**src/sv/dda_pkg.sv**
```systemverilog
package dda_pkg;

    localparam int COORD_BITS = 11;

    localparam logic KIND_START   = 1'b0;
    localparam logic KIND_ADVANCE = 1'b1;

    typedef struct packed {
        logic                  kind;
        logic [COORD_BITS-1:0] start_x;
        logic [COORD_BITS-1:0] start_y;
        logic [COORD_BITS-1:0] end_x;
        logic [COORD_BITS-1:0] end_y;
    } t_in_item;

    typedef struct packed {
        logic [COORD_BITS-1:0] pixel_x;
        logic [COORD_BITS-1:0] pixel_y;
        logic                  last;
    } t_out_item;

    typedef enum logic [3:0] {
        ST_IDLE = 4'b0001,
        ST_DIV  = 4'b0010,
        ST_ADD  = 4'b0100,
        ST_RUN  = 4'b1000
    } t_state;

    typedef struct packed {
        logic start;
        logic div_step;
        logic step_load;
        logic adv;
    } t_dp_cmd;

    typedef struct packed {
        logic steps_zero;
        logic left_one;
    } t_dp_stat;

endpackage

```
**src/sv/dda_div.sv**
```systemverilog
module dda_div import dda_pkg::*; #(
    parameter int FRAC_BITS = 16
) (
    input  logic                              i_clk,
    input  logic                              i_load,
    input  logic                              i_step,
    input  logic [COORD_BITS+FRAC_BITS-1:0]   i_dividend,
    input  logic [COORD_BITS-1:0]             i_divisor,
    output logic [COORD_BITS+FRAC_BITS-1:0]   o_quot
);

    localparam int DW = COORD_BITS + FRAC_BITS;

    logic [COORD_BITS-1:0] r_rem;
    logic [COORD_BITS-1:0] r_div;
    logic [DW-1:0]         r_quo;

    logic [COORD_BITS:0]   trial;
    logic [COORD_BITS:0]   diff;
    logic                  ge;

    // restoring division, one quotient bit per step
    always_comb begin
        trial = {r_rem, r_quo[DW-1]};
        ge    = trial >= {1'b0, r_div};
        diff  = trial - {1'b0, r_div};
    end

    always_ff @(posedge i_clk) begin
        if (i_load) begin
            r_rem <= '0;
            r_quo <= i_dividend;
            r_div <= i_divisor;
        end else if (i_step) begin
            r_rem <= ge ? diff[COORD_BITS-1:0] : trial[COORD_BITS-1:0];
            r_quo <= {r_quo[DW-2:0], ge};
        end
    end

    assign o_quot = r_quo;

endmodule

```
**src/sv/dda_datapath.sv**
```systemverilog
module dda_datapath import dda_pkg::*; #(
    parameter int FRAC_BITS = 16
) (
    input  logic      i_clk,
    input  t_in_item  i_data,
    input  t_dp_cmd   i_cmd,
    output t_dp_stat  o_stat,
    output t_out_item o_data
);

    localparam int DW = COORD_BITS + FRAC_BITS;
    localparam int PW = COORD_BITS + FRAC_BITS + 2;
    localparam int SW = FRAC_BITS + 2;
    localparam int QW = FRAC_BITS + 1;
    localparam logic [PW:0] HALF = {{(PW-FRAC_BITS+1){1'b0}}, 1'b1, {(FRAC_BITS-1){1'b0}}};

    logic [PW-1:0]         r_pos_x;
    logic [PW-1:0]         r_pos_y;
    logic [SW-1:0]         r_step_x;
    logic [SW-1:0]         r_step_y;
    logic [COORD_BITS-1:0] r_left;
    logic                  r_neg_x;
    logic                  r_neg_y;
    t_out_item             r_out;

    logic [COORD_BITS:0]   dx;
    logic [COORD_BITS:0]   dy;
    logic [COORD_BITS:0]   dx_neg;
    logic [COORD_BITS:0]   dy_neg;
    logic [COORD_BITS-1:0] ax;
    logic [COORD_BITS-1:0] ay;
    logic [COORD_BITS-1:0] steps;
    logic [DW-1:0]         dividend_x;
    logic [DW-1:0]         dividend_y;
    logic [DW-1:0]         quot_x;
    logic [DW-1:0]         quot_y;
    logic [SW-1:0]         mag_x;
    logic [SW-1:0]         mag_y;
    logic [SW-1:0]         inc_x;
    logic [SW-1:0]         inc_y;
    logic [SW-1:0]         add_x;
    logic [SW-1:0]         add_y;
    logic [PW-1:0]         sum_x;
    logic [PW-1:0]         sum_y;

    // round half away from zero, clamp to the coordinate range
    function automatic logic [COORD_BITS-1:0] f_round(input logic [PW-1:0] p);
        logic [PW:0]             sum;
        logic [PW-FRAC_BITS:0]   whole;
        logic [COORD_BITS-1:0]   res;
        sum   = {1'b0, p} + HALF;
        whole = sum[PW:FRAC_BITS];
        if (p[PW-1]) begin
            res = '0;
        end else if (|whole[PW-FRAC_BITS:COORD_BITS]) begin
            res = '1;
        end else begin
            res = whole[COORD_BITS-1:0];
        end
        return res;
    endfunction

    always_comb begin
        dx     = {1'b0, i_data.end_x} - {1'b0, i_data.start_x};
        dy     = {1'b0, i_data.end_y} - {1'b0, i_data.start_y};
        dx_neg = -dx;
        dy_neg = -dy;
        ax     = dx[COORD_BITS] ? dx_neg[COORD_BITS-1:0] : dx[COORD_BITS-1:0];
        ay     = dy[COORD_BITS] ? dy_neg[COORD_BITS-1:0] : dy[COORD_BITS-1:0];
        steps  = (ax > ay) ? ax : ay;
        dividend_x = {ax, {FRAC_BITS{1'b0}}} + {{(DW-COORD_BITS+1){1'b0}}, steps[COORD_BITS-1:1]};
        dividend_y = {ay, {FRAC_BITS{1'b0}}} + {{(DW-COORD_BITS+1){1'b0}}, steps[COORD_BITS-1:1]};

        mag_x = {1'b0, quot_x[QW-1:0]};
        mag_y = {1'b0, quot_y[QW-1:0]};
        inc_x = r_neg_x ? (~mag_x + 1'b1) : mag_x;
        inc_y = r_neg_y ? (~mag_y + 1'b1) : mag_y;
        add_x = i_cmd.step_load ? inc_x : r_step_x;
        add_y = i_cmd.step_load ? inc_y : r_step_y;
        sum_x = r_pos_x + {{(PW-SW){add_x[SW-1]}}, add_x};
        sum_y = r_pos_y + {{(PW-SW){add_y[SW-1]}}, add_y};

        o_stat.steps_zero = (steps == '0);
        o_stat.left_one   = (r_left == COORD_BITS'(1));
    end

    dda_div #(.FRAC_BITS(FRAC_BITS)) u_div_x (
        .i_clk      (i_clk),
        .i_load     (i_cmd.start),
        .i_step     (i_cmd.div_step),
        .i_dividend (dividend_x),
        .i_divisor  (steps),
        .o_quot     (quot_x)
    );

    dda_div #(.FRAC_BITS(FRAC_BITS)) u_div_y (
        .i_clk      (i_clk),
        .i_load     (i_cmd.start),
        .i_step     (i_cmd.div_step),
        .i_dividend (dividend_y),
        .i_divisor  (steps),
        .o_quot     (quot_y)
    );

    always_ff @(posedge i_clk) begin
        if (i_cmd.start) begin
            r_pos_x       <= {2'b00, i_data.start_x, {FRAC_BITS{1'b0}}};
            r_pos_y       <= {2'b00, i_data.start_y, {FRAC_BITS{1'b0}}};
            r_left        <= steps;
            r_neg_x       <= dx[COORD_BITS];
            r_neg_y       <= dy[COORD_BITS];
            r_out.pixel_x <= i_data.start_x;
            r_out.pixel_y <= i_data.start_y;
            r_out.last    <= o_stat.steps_zero;
        end else if (i_cmd.step_load) begin
            r_step_x <= inc_x;
            r_step_y <= inc_y;
            r_pos_x  <= sum_x;
            r_pos_y  <= sum_y;
        end else if (i_cmd.adv) begin
            r_out.pixel_x <= f_round(r_pos_x);
            r_out.pixel_y <= f_round(r_pos_y);
            r_out.last    <= o_stat.left_one;
            r_pos_x       <= sum_x;
            r_pos_y       <= sum_y;
            r_left        <= r_left - 1'b1;
        end
    end

    assign o_data = r_out;

endmodule

```
**src/sv/dda_ctrl.sv**
```systemverilog
module dda_ctrl import dda_pkg::*; #(
    parameter int FRAC_BITS = 16
) (
    input  logic     i_clk,
    input  logic     i_rst_n,
    input  logic     i_valid,
    input  logic     i_kind,
    output logic     o_ready,
    output logic     o_valid,
    input  logic     i_ready,
    output t_dp_cmd  o_cmd,
    input  t_dp_stat i_stat
);

    localparam int DIV_STEPS = COORD_BITS + FRAC_BITS;
    localparam int CNT_W     = $clog2(DIV_STEPS);

    t_state           r_state;
    t_state           n_state;
    logic [CNT_W-1:0] r_cnt;
    logic [CNT_W-1:0] n_cnt;
    logic             r_out_valid;
    logic             n_out_valid;
    logic             acc;

    always_comb begin
        o_ready = ((r_state == ST_IDLE) || (r_state == ST_RUN)) && (!r_out_valid || i_ready);
        acc     = i_valid && o_ready;

        o_cmd.start     = acc && (i_kind == KIND_START);
        o_cmd.adv       = acc && (i_kind == KIND_ADVANCE) && (r_state == ST_RUN);
        o_cmd.div_step  = (r_state == ST_DIV);
        o_cmd.step_load = (r_state == ST_ADD);

        n_state = r_state;
        n_cnt   = r_cnt;
        case (r_state)
            ST_IDLE, ST_RUN: begin
                if (o_cmd.start) begin
                    n_state = i_stat.steps_zero ? ST_IDLE : ST_DIV;
                    n_cnt   = CNT_W'(DIV_STEPS - 1);
                end else if (o_cmd.adv && i_stat.left_one) begin
                    n_state = ST_IDLE;
                end
            end
            ST_DIV: begin
                n_cnt = r_cnt - 1'b1;
                if (r_cnt == '0) begin
                    n_state = ST_ADD;
                end
            end
            ST_ADD: begin
                n_state = ST_RUN;
            end
            default: begin
                n_state = ST_IDLE;
            end
        endcase

        if (o_cmd.start || o_cmd.adv) begin
            n_out_valid = 1'b1;
        end else if (i_ready) begin
            n_out_valid = 1'b0;
        end else begin
            n_out_valid = r_out_valid;
        end
    end

    always_ff @(posedge i_clk) begin
        if (!i_rst_n) begin
            r_state     <= ST_IDLE;
            r_cnt       <= '0;
            r_out_valid <= 1'b0;
        end else begin
            r_state     <= n_state;
            r_cnt       <= n_cnt;
            r_out_valid <= n_out_valid;
        end
    end

    assign o_valid = r_out_valid;

endmodule

```
**src/sv/dda_line_rasterizer.sv**
```systemverilog
// DDA line generator. A start item (kind 0) loads two endpoints and its first
// pixel appears in the output register on the next cycle; the block then
// computes the x and y increments with two bit-serial dividers and holds off
// input while they run and the first increment is added, unless the
// endpoints are equal. After that each advance item (kind 1) is taken
// and yields the next pixel, one per cycle while the output side keeps
// taking them; the final pixel of a line carries last.
// An advance with no line in progress is accepted and produces nothing.
module dda_line_rasterizer import dda_pkg::*; #(
    parameter int FRAC_BITS = 16
) (
    input  logic      i_clk,
    input  logic      i_rst_n,
    input  logic      i_valid,
    output logic      o_ready,
    input  t_in_item  i_data,
    output logic      o_valid,
    input  logic      i_ready,
    output t_out_item o_data
);

    t_dp_cmd  cmd;
    t_dp_stat stat;

    dda_ctrl #(.FRAC_BITS(FRAC_BITS)) u_ctrl (
        .i_clk   (i_clk),
        .i_rst_n (i_rst_n),
        .i_valid (i_valid),
        .i_kind  (i_data.kind),
        .o_ready (o_ready),
        .o_valid (o_valid),
        .i_ready (i_ready),
        .o_cmd   (cmd),
        .i_stat  (stat)
    );

    dda_datapath #(.FRAC_BITS(FRAC_BITS)) u_datapath (
        .i_clk  (i_clk),
        .i_data (i_data),
        .i_cmd  (cmd),
        .o_stat (stat),
        .o_data (o_data)
    );

endmodule

```
**config.mk**
```make
export PLATFORM = sky130hd
export DESIGN_NAME = dda_line_rasterizer
export DESIGN_NICKNAME = d
export VERILOG_FILES = /design/src/sv/dda_pkg.sv /design/src/sv/dda_div.sv /design/src/sv/dda_datapath.sv /design/src/sv/dda_ctrl.sv /design/src/sv/dda_line_rasterizer.sv
export SDC_FILE = /design/constraint.sdc
export NUM_CORES = 1
export LEC_CHECK = 0
export BUFFER_PORTS_ARGS = -buffer_cell sky130_fd_sc_hd__buf_2
export CORE_AREA = 8 8 212 133
export DETAILED_ROUTE_END_ITERATION = 7
export DIE_AREA = 0 0 220 141
export PLACE_DENSITY_LB_ADDON = 0.15
export SLEW_MARGIN = 10
export SYNTH_ARGS = -nofsm -noshare
export SYNTH_HDL_FRONTEND = slang
export SYNTH_SLANG_ARGS = --single-unit
```
**constraint.sdc**
```tcl
create_clock -name i_clk -period 9.3 [get_ports i_clk]
set_input_delay 2.325 -clock i_clk [delete_from_list [all_inputs] [get_ports i_clk]]
set_output_delay 2.325 -clock i_clk [all_outputs]
set_load 0.02 [all_outputs]
```
==> impl_metrics.csv <==
group,metric,value,unit
clock_network,root_buffer,"clkbuf_16",
timing,rsz0062_at_grt,"no",
global_routing,grt_max_degree,74,
logic_synthesis,synthCells,1761,
timing,setup_violations,0,
final_layout,area_growth,8.88,%
run,maxCapViolations,0,
pwr,leakagePower,7.31,nW
worst_hold_path,hp-class,"register to register",
detailed_routing,wl_per_cell,19.6,um
setup_path,worstSetupPathType,"input pin to register",
setup_path,r2r-end,"u_datapath.r_pos_y[28]",
pwr,peakVddDrop,155,uV
worst_hold_path,hp-start,"u_datapath.r_pos_y[4]",
setup_path,r2r_start,"u_datapath.u_div_y.o_quot[1]",
logic_synthesis,synth_edf_count,159,
logic_synthesis,yosys-top-cells-area,"edfxtp_1 (30%), ha_1 (9.5%), dfxtp_1 (8.5%), nand2_1 (5.5%), o21ai_0 (4.9%)",
timing,maxSlewViolCount,0,
clock_network,clk_latency,0.54,ns
logic_synthesis,ys_warn_count,0,
timing,skew,0.0179,ns
final_layout,antennaDiodeCount,0,
timing,period_needed,7.49,ns
logic_synthesis,syn_area,16000,um^2
timing,fin_tns_setup,0,ns
global_routing,gr-total-overflow,0,
global_routing,first_global_vias,12600,
setup_path,worstSetupEndpointType,"register",
status,status,"complete, no violations",
die,fp-row-count,45,
detailed_routing,num_vias,13800,
setup_path,cpMostUsedCell,"o31a_1",
worst_hold_path,hold_depth,2,
timing,timing.fmax,134,MHz
setup_path,startpoint_type,"input pin",
die,fp.dieH,141,um
logic_synthesis,ys_types,85,
logic_synthesis,yosys_most_used_dff,"edfxtp_1",
setup_path,path_max_fanout,12,
logic_synthesis,syn_nets,1937,
placed_design,port_buffers,73,
logic_synthesis,yosysSeqAreaShare,38.4,%
setup_path,arrival,7.91,ns
clock_network,post-cts-setup-buffers,0,
placed_design,gp_congestion,0.939,
logic_synthesis,yosysTopAreaCellShare,29.9,%
placed_design,dp_hpwl,30.8,mm
final_layout,fillers,1942,
setup_path,reg2regPathDepth,15,
clock_network,clock_sinks,227,
die,die_w,220,um
die,core,24900,um^2
detailed_routing,drt_iter0_markers,1652,
pwr,powerDensity,249,nW/um^2
detailed_routing,drc,0,
clock_network,cts_tree,"done",
detailed_routing,drtPass1Iterations,6,
logic_synthesis,yosys-top-cells-count,"nand2_1 (235), edfxtp_1 (159), o21ai_0 (155), ha_1 (121), a21oi_1 (106)",
logic_synthesis,synth-seq-cells,227,
clock_network,ctsHoldBuffers,0,
setup_path,path_cells,"buf_2 > inv_1 > ha_1 > inv_1 > fa_1 > a21o_1 > a21oi_1 > xor2_1 > o21ai_1 > or4_1 > o31a_1 > xor2_1 > ha_1 > nand4_1 > o21ai_0 > o31a_1 > mux2i_1 > or4_4 > o31a_1",
logic_synthesis,synth_most_common_cell,"nand2_1",
timing,fin_worst_hold_slack,0.458,ns
timing,final-hold-violation-count,0,
setup_path,r2r_slack,4.16,ns
logic_synthesis,synth_top_cell_by_area,"edfxtp_1",
clock_network,path_clk_slew,0.06,ns
final_layout,fin_nets,1981,
global_routing,grtUsageTotal,26.7,%
logic_synthesis,async_flop_share,0,%
die,initial_core_util,64.2,%
setup_path,cp_slowest_stage_delay,0.65,ns
global_routing,antenna_found_initial,1,
setup_path,cp.buffers_inverters,3,
clock_network,cts-resized-gates,0,
detailed_routing,postRouteWirelength,42.1,mm
setup_path,critPathRequiredTime,9.72,ns
final_layout,drive_above_1_share,8.83,%
worst_hold_path,worst_hold_path.endpoint,"u_datapath.r_pos_y[4]",
die,ioPinCount,74,
clock_network,cts_buffer_depth,3,
final_layout,multi_input_area,9260,um^2
timing,tightest_slew,1.23,ns
detailed_routing,drtAntennaViolNets,0,
detailed_routing,via_per_inst,6.39,
timing,timing.slew.headroom,17.9,%
final_layout,seqCellArea,6140,um^2
clock_network,cts_buffers,24,
global_routing,grt_pass1_wl,67.7,mm
setup_path,crit_family,"compound AO/OA/AOI/OAI gates",
die,fp.dieArea,31000,um^2
clock_network,clock_tree.htree_level_count,1,
setup_path,crit_slowest_cell,"o31a_1",
logic_synthesis,syn_area_per_cell,9.08,um^2
timing,period_share,80.5,%
worst max-delay path by stage:
stage / cells after the start / end / startpoint
floorplan: 19 / u_ctrl.r_state[1] / i_data[11]
global placement: 19 / u_ctrl.r_state[1] / i_data[11]
detailed placement: 19 / u_ctrl.r_state[1] / i_data[11]
CTS: 19 / u_ctrl.r_state[1] / i_data[11]
global route: 19 / u_datapath.o_data[0] / i_data[11]
finish: 19 / u_ctrl.r_state[1] / i_data[11]
power breakdown:
| group | internal (mW) | leakage, nW | switching [mW] |
|---|---|---|---|
| registers | 1.37 | 2.07 | 0.113 |
| clock network | 0.562 | 0.385 | 0.416 |
| logic | 0.716 | 4.86 | 1.15 |
state kept, by name (all words and copies together) (netlist names), 4 cells and up:
register and cells:
u_ctrl.r_cnt 5, u_datapath.r_pos_x 29, u_ctrl.r_state 4, u_datapath.u_div_y.r_rem 11, u_datapath.u_div_x.r_div 11, u_datapath.r_pos_y 29, u_datapath.r_left 11, u_datapath.r_step_x 18
u_datapath.u_div_y.o_quot 27, u_datapath.o_data 23, u_datapath.r_step_y 18, u_datapath.u_div_x.r_rem 11, u_datapath.u_div_x.o_quot 27
placed cells by master (no fill, tap or decap), types with 27 or more instances in the layout:
cell type	instances
o21ai_0	155
xor2_1	74
a21o_1	36
dfxtp_1	68
nand3_1	42
xnor2_1	67
ha_1	121
nor2_1	80
buf_2	73
o31ai_1	28
nand4_1	29
inv_1	91
nor3_1	31
edfxtp_1	159
and3_1	27
nand2_1	235
a21oi_1	105
cells by family (layout without fill, tap and decap cells):
logic type               count (synthesis)  in the layout  share of synthesized area (%)
AO/OA/AOI/OAI                          501            501                           20.5
adder cells (fa/ha/maj)                127            127                           10.2
flip-flops                             227            227                           38.4
multiplexers                            18             18                           1.13
XOR/XNOR                               142            142                           7.83
buffers and inverters                  161            223                           3.87
AND/OR/NAND/NOR                        585            585                           18.0
layer usage:
| layer | global-route usage [%] | routed length [um] | vias up |
|---|---|---|---|
| met5 | 0 | 13 | - |
| met4 | 4.66 | 565 | 2 |
| met3 | 5.92 | 4260 | 46 |
| met2 | 36.9 | 17000 | 622 |
| met1 | 41.9 | 20300 | 6499 |
| li1 | - | - | 6589 |
tightest hold or removal path: stages, from the launching register on:
cell and delay [ns]:
dfxtp_1 0.31, nand2_1 0.05, a21oi_1 0.05
cell type report:
class	instances	area share, %
well taps	329	2.37
inverters	94	2.03
clock buffers	38	4.16
clock inverters	6	0.388
flip-flops and latches	227	35.3
repair buffers	85	2.62
multi-input cells	1373	53.2
stage by stage:
step	power (mW)	util, %	cells	setup WS, ns	area [um^2]
after floorplan	2.87	-	1761	2.34	16000
after global placement	3.27	66.8	2108	1.59	16600
after detailed placement	3.32	66.8	2108	1.39	16600
after CTS	4.30	69.9	2152	1.93	17400
after global routing	4.59	69.9	2152	1.57	17400
final	4.33	69.9	2152	1.81	17400
(Power assumes the default switching activity.)
